[config.mk]
export PLATFORM = sky130hd
export DESIGN_NAME = indexed_list_store_unit
export DESIGN_NICKNAME = d
export VERILOG_FILES = /design/src/sv/ils_pkg.sv /design/src/sv/indexed_list_store_unit.sv
export SDC_FILE = /design/constraint.sdc
export NUM_CORES = 1
export LEC_CHECK = 0
export BUFFER_PORTS_ARGS = -buffer_cell sky130_fd_sc_hd__buf_2
export CAP_MARGIN = 30
export CORE_MARGIN = 3
export CORE_UTILIZATION = 44
export DETAILED_ROUTE_END_ITERATION = 8
export PLACE_DENSITY = 0.77
export SYNTH_ARGS = -nofsm -noshare
export SYNTH_HDL_FRONTEND = slang
export SYNTH_SLANG_ARGS = --single-unit
[constraint.sdc]
create_clock -name clk -period 3.9 [get_ports clk]
set_clock_uncertainty 0.15 [all_clocks]
set_input_delay 0.78 -clock clk [delete_from_list [all_inputs] [get_ports clk]]
set_output_delay 0.78 -clock clk [all_outputs]
set_load 0.05 [all_outputs]
[src/sv/ils_pkg.sv]
`default_nettype none
package ils_pkg;

  localparam int unsigned CAPACITY = 256;
  localparam int unsigned AW = $clog2(CAPACITY);
  localparam int unsigned CW = AW + 1;

  localparam logic [2:0] ACT_APPEND     = 3'd0;
  localparam logic [2:0] ACT_DROP_FIRST = 3'd1;
  localparam logic [2:0] ACT_DROP_LAST  = 3'd2;
  localparam logic [2:0] ACT_INSERT     = 3'd3;
  localparam logic [2:0] ACT_REMOVE_AT  = 3'd4;

  typedef logic [CW-1:0] count_t;
  typedef logic [AW-1:0] addr_t;

endpackage
`default_nettype wire

[src/sv/indexed_list_store_unit.sv]
// Ordered list of up to CAPACITY signed 32-bit words with indexed insert/remove.
// Input channel (in_valid/in_stall): action, position, item_value. One word in
// gives exactly one result word on the output channel (out_valid/out_stall):
// out_ok is 1 when the list changed, out_length is the count afterwards.
// in_stall is high from the accept until the result has been loaded into the
// output register, so one request is worked on at a time.
// Drop last, a remove of the last entry and any rejected request go from the
// accept straight to the final step; append and insert at the end pass through
// the put step first. An insert that moves k entries does k read/write pairs
// and then the put step; a remove that moves k entries does k read/write pairs
// only: every move is a read of the entry store followed by a write, through
// its single read and write port, with one shared index adder stepping the
// address. The next word can be accepted in the same cycle that out_valid rises.
// The result sits in an output register; while out_stall is high, a pending
// result holds, the sequencer waits in its final step, the input stays stalled.
// Reset (rst_n low, synchronous) empties the list and drops any pending
// result; the entry store itself is not cleared, stale entries are never read.
`default_nettype none
module indexed_list_store_unit
  import ils_pkg::*;
(
  input  wire logic               clk,
  input  wire logic               rst_n,
  input  wire logic               in_valid,
  output      logic               in_stall,
  input  wire logic [2:0]         in_action,
  input  wire logic [8:0]         in_position,
  input  wire logic signed [31:0] in_item_value,
  output      logic               out_valid,
  input  wire logic               out_stall,
  output      logic               out_ok,
  output      logic [8:0]         out_length
);

  localparam logic [2:0] ST_IDLE = 3'd0;
  localparam logic [2:0] ST_RD   = 3'd1;
  localparam logic [2:0] ST_WR   = 3'd2;
  localparam logic [2:0] ST_PUT  = 3'd3;
  localparam logic [2:0] ST_FIN  = 3'd4;

  localparam count_t CAP_C = count_t'(CAPACITY);

  logic [2:0]   state_r, state_nxt;
  count_t       count_r, count_nxt;
  count_t       idx_r, idx_nxt;
  count_t       end_r, end_nxt;
  count_t       pos_r, pos_nxt;
  logic         down_r, down_nxt;
  logic         ok_r, ok_nxt;
  logic [31:0]  value_r, value_nxt;
  logic         out_valid_r, out_valid_nxt;
  logic         out_ok_r, out_ok_nxt;
  count_t       out_length_r, out_length_nxt;

  logic [31:0]  mem [CAPACITY];
  logic [31:0]  rdata_r;
  logic         we;
  addr_t        waddr;
  logic [31:0]  wdata;

  count_t       nb;
  count_t       pos_in;
  logic         in_acc;

  assign in_acc = in_valid && !in_stall;
  assign in_stall = (state_r != ST_IDLE);
  assign pos_in = count_t'(in_position);

  // shared index unit: neighbor entry of the current one
  assign nb = down_r ? (idx_r - 1'b1) : (idx_r + 1'b1);

  always_comb begin
    state_nxt      = state_r;
    count_nxt      = count_r;
    idx_nxt        = idx_r;
    end_nxt        = end_r;
    pos_nxt        = pos_r;
    down_nxt       = down_r;
    ok_nxt         = ok_r;
    value_nxt      = value_r;
    out_valid_nxt  = out_valid_r && out_stall;
    out_ok_nxt     = out_ok_r;
    out_length_nxt = out_length_r;
    we             = 1'b0;
    waddr          = idx_r[AW-1:0];
    wdata          = rdata_r;
    case (state_r)
      ST_IDLE: begin
        if (in_acc) begin
          value_nxt = in_item_value;
          ok_nxt    = 1'b0;
          state_nxt = ST_FIN;
          case (in_action)
            ACT_APPEND: begin
              if (count_r < CAP_C) begin
                pos_nxt   = count_r;
                state_nxt = ST_PUT;
              end
            end
            ACT_INSERT: begin
              if (pos_in <= count_r && count_r < CAP_C) begin
                pos_nxt = pos_in;
                if (pos_in == count_r) begin
                  state_nxt = ST_PUT;
                end else begin
                  idx_nxt   = count_r;
                  end_nxt   = pos_in;
                  down_nxt  = 1'b1;
                  state_nxt = ST_RD;
                end
              end
            end
            ACT_DROP_LAST: begin
              if (count_r != '0) begin
                ok_nxt    = 1'b1;
                count_nxt = count_r - 1'b1;
              end
            end
            ACT_DROP_FIRST, ACT_REMOVE_AT: begin
              if (in_action == ACT_DROP_FIRST) begin
                pos_nxt = '0;
              end else begin
                pos_nxt = pos_in;
              end
              if (pos_nxt < count_r) begin
                ok_nxt    = 1'b1;
                count_nxt = count_r - 1'b1;
                if (pos_nxt != count_r - 1'b1) begin
                  idx_nxt   = pos_nxt;
                  end_nxt   = count_r - 1'b1;
                  down_nxt  = 1'b0;
                  state_nxt = ST_RD;
                end
              end
            end
            default: begin
              ok_nxt = 1'b0;
            end
          endcase
        end
      end
      ST_RD: begin
        state_nxt = ST_WR;
      end
      ST_WR: begin
        we      = 1'b1;
        waddr   = idx_r[AW-1:0];
        wdata   = rdata_r;
        idx_nxt = nb;
        if (nb == end_r) begin
          state_nxt = down_r ? ST_PUT : ST_FIN;
        end else begin
          state_nxt = ST_RD;
        end
      end
      ST_PUT: begin
        we        = 1'b1;
        waddr     = pos_r[AW-1:0];
        wdata     = value_r;
        ok_nxt    = 1'b1;
        count_nxt = count_r + 1'b1;
        state_nxt = ST_FIN;
      end
      ST_FIN: begin
        if (!out_valid_r || !out_stall) begin
          out_valid_nxt  = 1'b1;
          out_ok_nxt     = ok_r;
          out_length_nxt = count_r;
          state_nxt      = ST_IDLE;
        end
      end
      default: begin
        state_nxt = ST_IDLE;
      end
    endcase
  end

  always_ff @(posedge clk) begin
    if (!rst_n) begin
      state_r     <= ST_IDLE;
      count_r     <= '0;
      out_valid_r <= 1'b0;
    end else begin
      state_r     <= state_nxt;
      count_r     <= count_nxt;
      out_valid_r <= out_valid_nxt;
    end
  end

  always_ff @(posedge clk) begin
    idx_r        <= idx_nxt;
    end_r        <= end_nxt;
    pos_r        <= pos_nxt;
    down_r       <= down_nxt;
    ok_r         <= ok_nxt;
    value_r      <= value_nxt;
    out_ok_r     <= out_ok_nxt;
    out_length_r <= out_length_nxt;
  end

  // entry store: one write port, one registered read port
  always_ff @(posedge clk) begin
    if (we) begin
      mem[waddr] <= wdata;
    end
  end

  always_ff @(posedge clk) begin
    rdata_r <= mem[nb[AW-1:0]];
  end

  assign out_valid  = out_valid_r;
  assign out_ok     = out_ok_r;
  assign out_length = out_length_r;

  a_count_bound: assert property (@(posedge clk) disable iff (!rst_n)
    count_r <= CAP_C)
    else $error("list count above capacity");

  a_accept_leaves_idle: assert property (@(posedge clk) disable iff (!rst_n)
    in_acc |=> state_r != ST_IDLE)
    else $error("accepted word did not start the sequencer");

  a_write_in_range: assert property (@(posedge clk) disable iff (!rst_n)
    state_r == ST_WR |-> idx_r < CAP_C && nb < CAP_C)
    else $error("shift index outside the entry store");

  a_fin_loads: assert property (@(posedge clk) disable iff (!rst_n)
    state_r == ST_FIN && !out_stall |=> out_valid_r && state_r == ST_IDLE)
    else $error("result not loaded when output was free");

endmodule
`default_nettype wire
==> results.txt, run 1 <==
The final-report max-slew violation count came out at 0. The reg-to-reg setup timing slack is 0.64 ns. Traced cell by cell, the critical path runs through buf_2 -> or3b_1 -> and2_1 -> ha_1 -> o21a_1 -> o221a_2 -> o21ai_0 -> and3_1 -> nand3b_1 -> a211oi_2 -> buf_4.

The fmax came out at 0.282 GHz. The count of antenna diodes in the layout came out at 0. The cell area after synthesis is 0.00359 mm².

The area of the core region came out at 0.00781 mm². Setup repair after global routing left no endpoint under its margin. The quantity of hold-fixing buffers added after cts is 0. The final layout net count is 501. The total congestion overflow is 0. For this run, the total global-route usage over all layers was measured as 0.202. The setup TNS is 0 ns.

The number of enable flip-flop cells after synthesis is 30. The clock-pin transition on the worst setup and hold timing paths is 0.08 ns. The port buffer count came out at 27. The mean instance size in the synthesized netlist came out at 8.93 µm². Entering global routing, the biggest net connects 28 pins. The post-layout instance area is 0.00399 mm². The worst slew margin relative to its limit came out at 0.351. The fill cell total of the finished layout is 740. The longest individual stage delay on the worst path came out at 0.48 ns. Synthesis inferred 43 register bits. The standard-cell row count is 32. The number of synthesis warnings came out at 0.

Counting both buffers and inverters, the worst setup path holds a total of 2. The critical path arrival came out at 3.40 ns. The number of detailed-route iterations in the first pass is 5. The area of placed instances came out at 0.00386 mm². The kind of cell adding the most delay to the critical path is simple AND/OR/NAND/NOR gates. The synthesized design spends more area on one cell type than any other, namely sky130_fd_sc_hd__edfxtp_1. Leaving out filler cells and counting taps, the final layout contains 529. The portion of the clock cycle consumed by the worst path in the final layout is 0.909. The weighted congestion reported at the end of routability-driven placement came out at 0.918. The number of global-route vias before repair is 3041. The path length in cells of the critical path came out at 11.

Of all flip-flops after synthesis, the portion carrying an async set or reset was 0. Summing all multi-input logic gate instances after layout gives 0.00228 mm². The run finished with clean final reports. The tree is rooted in a sky130_fd_sc_hd__clkbuf_8. The number of antenna violations at the first check in global routing is 0. TritonCTS built the clock tree. The clock period minus final worst setup slack came out at 3.55 ns. The transition time at the pin with the least slew margin came out at 0.973 ns. The part of the Yosys area used for sequential elements is 0.323. The classification of the worst setup path is in -> reg. The most critical setup path has its startpoint at in_action[2]. In this run the worst path has a maximum fanout of 9.

Ranked by total cell area, the synthesized netlist is headed by sky130_fd_sc_hd__edfxtp_1, sky130_fd_sc_hd__ha_1, sky130_fd_sc_hd__dfxtp_1. The share of Yosys cell area claimed by the top area cell type came out at 0.251. The die area is 0.00928 mm².

The cell total after placement came out at 521. Buffers inserted during clock tree synthesis total 5. The vertical die dimension is 96.3 µm. The netlist uses 64 different library cells.

Registers take 0.00116 mm². The leakage component of the power is 1.52 nW. The sum of internal, switching and leakage power is 0.00170 W. The slowest stage of the critical path is the sky130_fd_sc_hd__or3b_1 cell.

The initial core utilization is 0.460. Detailed placement ended at an HPWL of 6880 µm. The area growth from synthesis to layout is 11.2%. The first global-routing pass estimated 14800 µm of wire. The post-detailed-route wirelength per cell is 17.1 µm. The number of H-tree levels is 2. 60 I/O pins were placed. The path class of the tightest hold or removal check is reg -> reg. The tool flagged a number of max-cap violations equal to 0. The startpoint of the most critical register-to-register path is count_r[4]$_SDFFE_PN0P_. The final core utilization came out at 0.511. The count of nets left with antenna violations after detail routing is 0.

Setup violations remaining at the end of the flow were counted as 0. The maximum VDD drop is 0.236 mV. The most used flip-flop cell after synthesis is sky130_fd_sc_hd__edfxtp_1. The DRC violations left came out at 0.

Wires add up to 9070 µm. The detailed router placed 3231 vias in this run. The number of buffers on the longest clock path is 2. The synthesized instance count is 402.

The detail-routed via count per cell came out at 6.11. Of the cells placed in the final design, the portion with a size suffix greater than 1 is 0.159. The number of violations reported at the end of detailed-routing iteration 0 is 250.

Dividing total power by cell area gives a power density of 426 mW/mm². The number of hold-slack violations in the final timing report was 0. The worst setup path endpoint is idx_r[4]$_DFFE_PP_.

Clock latency on the worst-skew pair, taken at its later pin, is 0.30 ns. STA classifies the critical path endpoint as a flip-flop. STA classifies the critical path startpoint as an input pin.

The number of gates resized after CTS was 0. The post-synth net total is 477. For the worst setup path, the data required time is 3.75 ns. The endpoint identified for the worst register-to-register timing path is idx_r[4]$_DFFE_PP_. The clock sink count came out at 43.

The number of setup buffers added after CTS is 0. In this run the horizontal extent of the chip is 96.3 µm. Measured in cells, the most critical reg-to-reg path has a length of 9.
==> registers in the layout, summed over array words and instances, names as in the netlist <==
| register | count |
|---|---|
| state_r | 3 |
| out_length | 9 |
| out_valid | 1 |
| ok_r | 1 |
| idx_r | 9 |
| count_r | 9 |
| down_r | 1 |
| end_r | 9 |
| out_ok | 1 |
==> worst min path at each step <==
stage                   start          endpoint  slack (ns)  cells past startpoint
6_report       ok_r$_DFFE_PP_  out_ok$_DFFE_PP_        0.28                      0
5_1_grt        ok_r$_DFFE_PP_  out_ok$_DFFE_PP_        0.29                      0
4_1_cts        ok_r$_DFFE_PP_  out_ok$_DFFE_PP_        0.28                      0
3_5_place_dp   ok_r$_DFFE_PP_  out_ok$_DFFE_PP_        0.26                      0
3_3_place_gp   ok_r$_DFFE_PP_  out_ok$_DFFE_PP_        0.26                      0
2_1_floorplan  ok_r$_DFFE_PP_  out_ok$_DFFE_PP_        0.25                      0
==> per-stage QoR <==
step	hold WS [ns]	setup WS (ns)
5_1_grt	0.294	0.230
3_5_place_dp	0.260	0.0968
6_report	0.279	0.355
2_1_floorplan	0.250	0.111
4_1_cts	0.280	0.397
3_3_place_gp	0.264	0.103
==> kinds of logic after synthesis <==
logic type | count (synthesis) | synth area share
simple gates | 143 | 0.215
buf+inv | 41 | 0.0450
flops | 43 | 0.323
compound gates | 109 | 0.205
fa+ha+maj | 27 | 0.0962
mux | 11 | 0.0310
xor+xnor | 28 | 0.0837
==> layout by cell type (no fill, tap or decap), types with 3 or more instances in the layout <==
| cell | instances |
|---|---|
| sky130_fd_sc_hd__nand3_1 | 7 |
| sky130_fd_sc_hd__nor3b_1 | 4 |
| sky130_fd_sc_hd__nor4_1 | 5 |
| sky130_fd_sc_hd__buf_2 | 27 |
| sky130_fd_sc_hd__ha_1 | 26 |
| sky130_fd_sc_hd__mux2i_1 | 10 |
| sky130_fd_sc_hd__a21oi_1 | 34 |
| sky130_fd_sc_hd__a211oi_2 | 3 |
| sky130_fd_sc_hd__a31oi_1 | 6 |
| sky130_fd_sc_hd__nor3_1 | 9 |
| sky130_fd_sc_hd__buf_4 | 12 |
| sky130_fd_sc_hd__and3_1 | 3 |
| sky130_fd_sc_hd__o211ai_1 | 4 |
| sky130_fd_sc_hd__nand4_1 | 15 |
| sky130_fd_sc_hd__nand4b_1 | 4 |
| sky130_fd_sc_hd__a41oi_1 | 3 |
| sky130_fd_sc_hd__a221oi_1 | 8 |
| sky130_fd_sc_hd__dfxtp_1 | 13 |
| sky130_fd_sc_hd__o21ai_0 | 25 |
| sky130_fd_sc_hd__clkbuf_8 | 5 |
| sky130_fd_sc_hd__xnor3_1 | 4 |
| sky130_fd_sc_hd__xor2_1 | 9 |
| sky130_fd_sc_hd__edfxtp_1 | 30 |
| sky130_fd_sc_hd__nor2_1 | 26 |
| sky130_fd_sc_hd__o21a_1 | 3 |
| sky130_fd_sc_hd__o32ai_1 | 3 |
| sky130_fd_sc_hd__xnor2_1 | 15 |
| sky130_fd_sc_hd__or3_1 | 3 |
| sky130_fd_sc_hd__nand2_1 | 40 |
| sky130_fd_sc_hd__nor2b_1 | 5 |
| sky130_fd_sc_hd__and2_1 | 5 |
| sky130_fd_sc_hd__inv_1 | 17 |
==> per-layer routing <==
layer	global-route usage	up-vias	share of wire	wire length, µm
li1	-	1549	-	-
met1	0.273	1548	0.43	3880
met2	0.329	113	0.48	4360
met3	0.0281	21	0.064	581
met4	0.0736	0	0.027	247
met5	0	-	0	0
==> synth_stat cells, types with 9 or more instances <==
master	number
sky130_fd_sc_hd__nand4_1	15
sky130_fd_sc_hd__ha_1	26
sky130_fd_sc_hd__edfxtp_1	30
sky130_fd_sc_hd__nor3_1	9
sky130_fd_sc_hd__clkbuf_1	15
sky130_fd_sc_hd__xor2_1	9
sky130_fd_sc_hd__nand2_1	40
sky130_fd_sc_hd__dfxtp_1	13
sky130_fd_sc_hd__xnor2_1	15
sky130_fd_sc_hd__o21ai_0	25
sky130_fd_sc_hd__nor2_1	26
sky130_fd_sc_hd__mux2i_1	10
sky130_fd_sc_hd__a21oi_1	34
sky130_fd_sc_hd__inv_1	17
==> layout make-up <==
cell class / count / share of cell area
clock buffers: 6 / 0.0235
repair buffers: 39 / 0.0564
inverters: 19 / 0.0179
clock inverters: 2 / 0.00909
multi-input cells: 318 / 0.570
flip-flops and latches: 43 / 0.291
well taps: 102 / 0.0320
==> power breakdown <==
part | total, W | internal [W] | switching (W)
Combinational | 0.000724 | 0.000301 | 0.000424
Clock | 0.000390 | 0.000230 | 0.000160
Sequential | 0.000587 | 0.000542 | 0.0000447
Total | 0.00170 | 0.00107 | 0.000629
Power figures use the tool's default switching activity.
==> inputs of run 2 (changes only) <==
--- a/config.mk
+++ b/config.mk
@@ -7,7 +7,6 @@
 export LEC_CHECK = 0
 export BUFFER_PORTS_ARGS = -buffer_cell sky130_fd_sc_hd__buf_2
 export CAP_MARGIN = 30
-export CORE_MARGIN = 3
 export CORE_UTILIZATION = 44
 export DETAILED_ROUTE_END_ITERATION = 8
 export PLACE_DENSITY = 0.77
==> results.txt, run 2 (same netlist as run 1, synthesis figures left out) <==
The port buffer count came to 27 (unchanged). The count of antenna diodes in the layout came out at 0 (unchanged). The estimated wirelength of the detail-placed design came out at 6720 µm (was 6880 µm). The maximum fanout count along the critical path is 9 (unchanged). The number of antenna violations at the first check in global routing is 0 (unchanged). The area of placed instances came out at 0.00386 mm² (unchanged). The total setup violations reported at the end of the flow came to 0 (unchanged).

The worst slew margin relative to its limit was 0.354 (was 0.351). The clock-pin transition on the worst setup and hold timing paths was 0.09 ns (was 0.08 ns). The number of H-tree levels was 2 (unchanged). The quantity of hold-fixing buffers added after cts is 0 (unchanged). The number of violations reported at the end of detailed-routing iteration 0 was 203 (was 250). The depth of the most critical reg-to-reg path is 10 (was 9). The setup TNS came out at 0 ns (unchanged). The total congestion overflow is 0 (unchanged). The weighted congestion reported at the end of routability-driven placement came out at 0.904 (was 0.918). The vertical die dimension is 92.3 µm (was 96.3 µm). The root buffer selected by CTS is sky130_fd_sc_hd__clkbuf_8 (unchanged). The commonest non-fill, non-tap cell in the layout was sky130_fd_sc_hd__nand2_1 (unchanged). The transition time at the pin with the least slew margin is 0.970 ns (was 0.973 ns). RSZ-0062 raised after global routing: no (unchanged). The number of buffers on the longest clock path was 2 (unchanged). The final-report max-slew violation count is 0 (unchanged). Status: complete, no violations (unchanged).

The number of global-route vias before repair was 3010 (was 3041). Most used cells in the layout excluding fill and tap cells: sky130_fd_sc_hd__nand2_1, sky130_fd_sc_hd__a21oi_1, sky130_fd_sc_hd__edfxtp_1 (unchanged). The global-route wire length before repair is 14600 µm (was 14800 µm). The later-pin clock latency in the skew report came out at 0.30 ns (about the same). The critical path arrival is 3.40 ns (about the same). The fmax came to 0.283 GHz (was 0.282 GHz).

The worst setup path endpoint is idx_r[3]$_DFFE_PP_ (was idx_r[4]$_DFFE_PP_). The standard-cell row count is 32 (unchanged). The signed area change from the synthesized netlist to the final layout came out at 10.6% (was 11.2%). The number of top-level design ports is 60 (unchanged).

The post-detailed-route wirelength per cell is 16.7 µm (was 17.1 µm). The total routing resource utilization after global routing came out at 0.215 (was 0.202). The number of cells upsized or downsized after cts came to 0 (unchanged).

The total of max-cap violations is 0 (unchanged). The total CTS buffers is 5 (unchanged). The fraction of final layout cells with drive strength greater than 1 came out at 0.159 (unchanged). The via count is 3180 (was 3231). The end of the worst register-to-register path is down_r$_DFFE_PP_ (was idx_r[4]$_DFFE_PP_).

The number of detailed-route iterations in the first pass was 5 (unchanged). The worst hold-check path type was reg -> reg (unchanged). The CTS tree is done (unchanged).

The power per cell area came out at 412 mW/mm² (was 426 mW/mm²). The clock sink count came to 43 (unchanged). The number of hold-slack violations in the final timing report is 0 (unchanged). The initial core utilization is 0.460 (unchanged).

The classification of the worst setup path was in -> reg (unchanged). The sum of internal, switching and leakage power is 0.00164 W (was 0.00170 W). The post-layout instance area was 0.00397 mm² (was 0.00399 mm²). The area of the core region is 0.00781 mm² (unchanged).

The chip width was 92.3 µm (was 96.3 µm). The leakage component of the power came out at 1.51 nW (was 1.52 nW). The startpoint of the most critical register-to-register path is count_r[1]$_SDFFE_PN0P_ (was count_r[4]$_SDFFE_PN0P_). The reg-to-reg setup timing slack came out at 0.64 ns (about the same). The die area came out at 0.00852 mm² (was 0.00928 mm²). The kind of start point of the critical path is an input pin (unchanged).

The maximum VDD drop came out at 0.198 mV (was 0.236 mV). The category of the worst setup path capture point is a flip-flop (unchanged). The post-CTS setup repair buffer count came out at 0 (unchanged). The DRC violations left came to 0 (unchanged).

The pin count of the biggest net entering global routing is 28 (unchanged). The data required time of the worst path came out at 3.76 ns (was 3.75 ns). The portion of the clock cycle consumed by the worst path in the final layout came out at 0.907 (was 0.909).

The count of nets left with antenna violations after detail routing was 0 (unchanged). The detail-routed via count per cell came out at 6.01 (was 6.11). The final layout net count came out at 501 (unchanged).

The clock period minus final worst setup slack is 3.54 ns (was 3.55 ns). The launching element of the worst setup path is in_action[2] (unchanged). The wire length after detailed routing is 8830 µm (was 9070 µm).
[run 2: cell count changes in the layout (fill, tap and decap cells not counted)]
cell                        previous run  this run
sky130_fd_sc_hd__inv_4                 1         0
sky130_fd_sc_hd__clkinv_2              0         1
sky130_fd_sc_hd__clkinv_4              0         1
sky130_fd_sc_hd__bufinv_16             1         0
[run 2: layout make-up]
class / instances / area (µm²)
Fill cell: 732 / 3840
Multi-Input combinational cell: 318 / 2280
Sequential cell: 43 / 1160
Timing Repair Buffer: 39 / 225
Tap cell: 102 / 128
Clock buffer: 6 / 93.8
Inverter: 19 / 71.3
Clock inverter: 2 / 13.8
[run 2: report_power, final]
part / internal, W / switching (W)
Sequential: 0.000542 / 0.0000443
Clock: 0.000165 / 0.000161
Combinational: 0.000300 / 0.000423
[run 2: per-stage QoR]
stage,hold WS (ns),setup slack (ns),instances,utilization
floorplan,0.250,0.111,402,-
global placement,0.265,0.0954,521,0.495
detailed placement,0.271,0.0590,521,0.495
CTS,0.291,0.377,529,0.508
global route,0.306,0.234,529,0.508
finish,0.287,0.363,529,0.508
[run 2: routing by layer]
layer | up-vias | share of wire | track usage
li1 | 1555 | - | -
met1 | 1493 | 0.46 | 0.284
met2 | 110 | 0.47 | 0.350
met3 | 22 | 0.044 | 0.0304
met4 | 0 | 0.026 | 0.0911
met5 | - | 0 | 0
[run 2: worst min-delay path by stage]
stage	end	from	slack (ns)	cells after the start
floorplan	out_ok$_DFFE_PP_	ok_r$_DFFE_PP_	0.25	0
global placement	out_ok$_DFFE_PP_	ok_r$_DFFE_PP_	0.27	0
detailed placement	out_ok$_DFFE_PP_	ok_r$_DFFE_PP_	0.27	0
CTS	out_ok$_DFFE_PP_	ok_r$_DFFE_PP_	0.29	0
global route	out_ok$_DFFE_PP_	ok_r$_DFFE_PP_	0.31	0
finish	out_ok$_DFFE_PP_	ok_r$_DFFE_PP_	0.29	0
[run 2: worst max-delay path, stage by stage]
cell and delay, ns:
sky130_fd_sc_hd__buf_2 0.14, sky130_fd_sc_hd__or3b_1 0.48, sky130_fd_sc_hd__and2_1 0.24, sky130_fd_sc_hd__ha_1 0.28
sky130_fd_sc_hd__o21a_1 0.18, sky130_fd_sc_hd__o221a_2 0.26, sky130_fd_sc_hd__o21ai_0 0.26, sky130_fd_sc_hd__and3_1 0.26
sky130_fd_sc_hd__nand3b_1 0.10, sky130_fd_sc_hd__a211oi_2 0.19, sky130_fd_sc_hd__buf_4 0.22
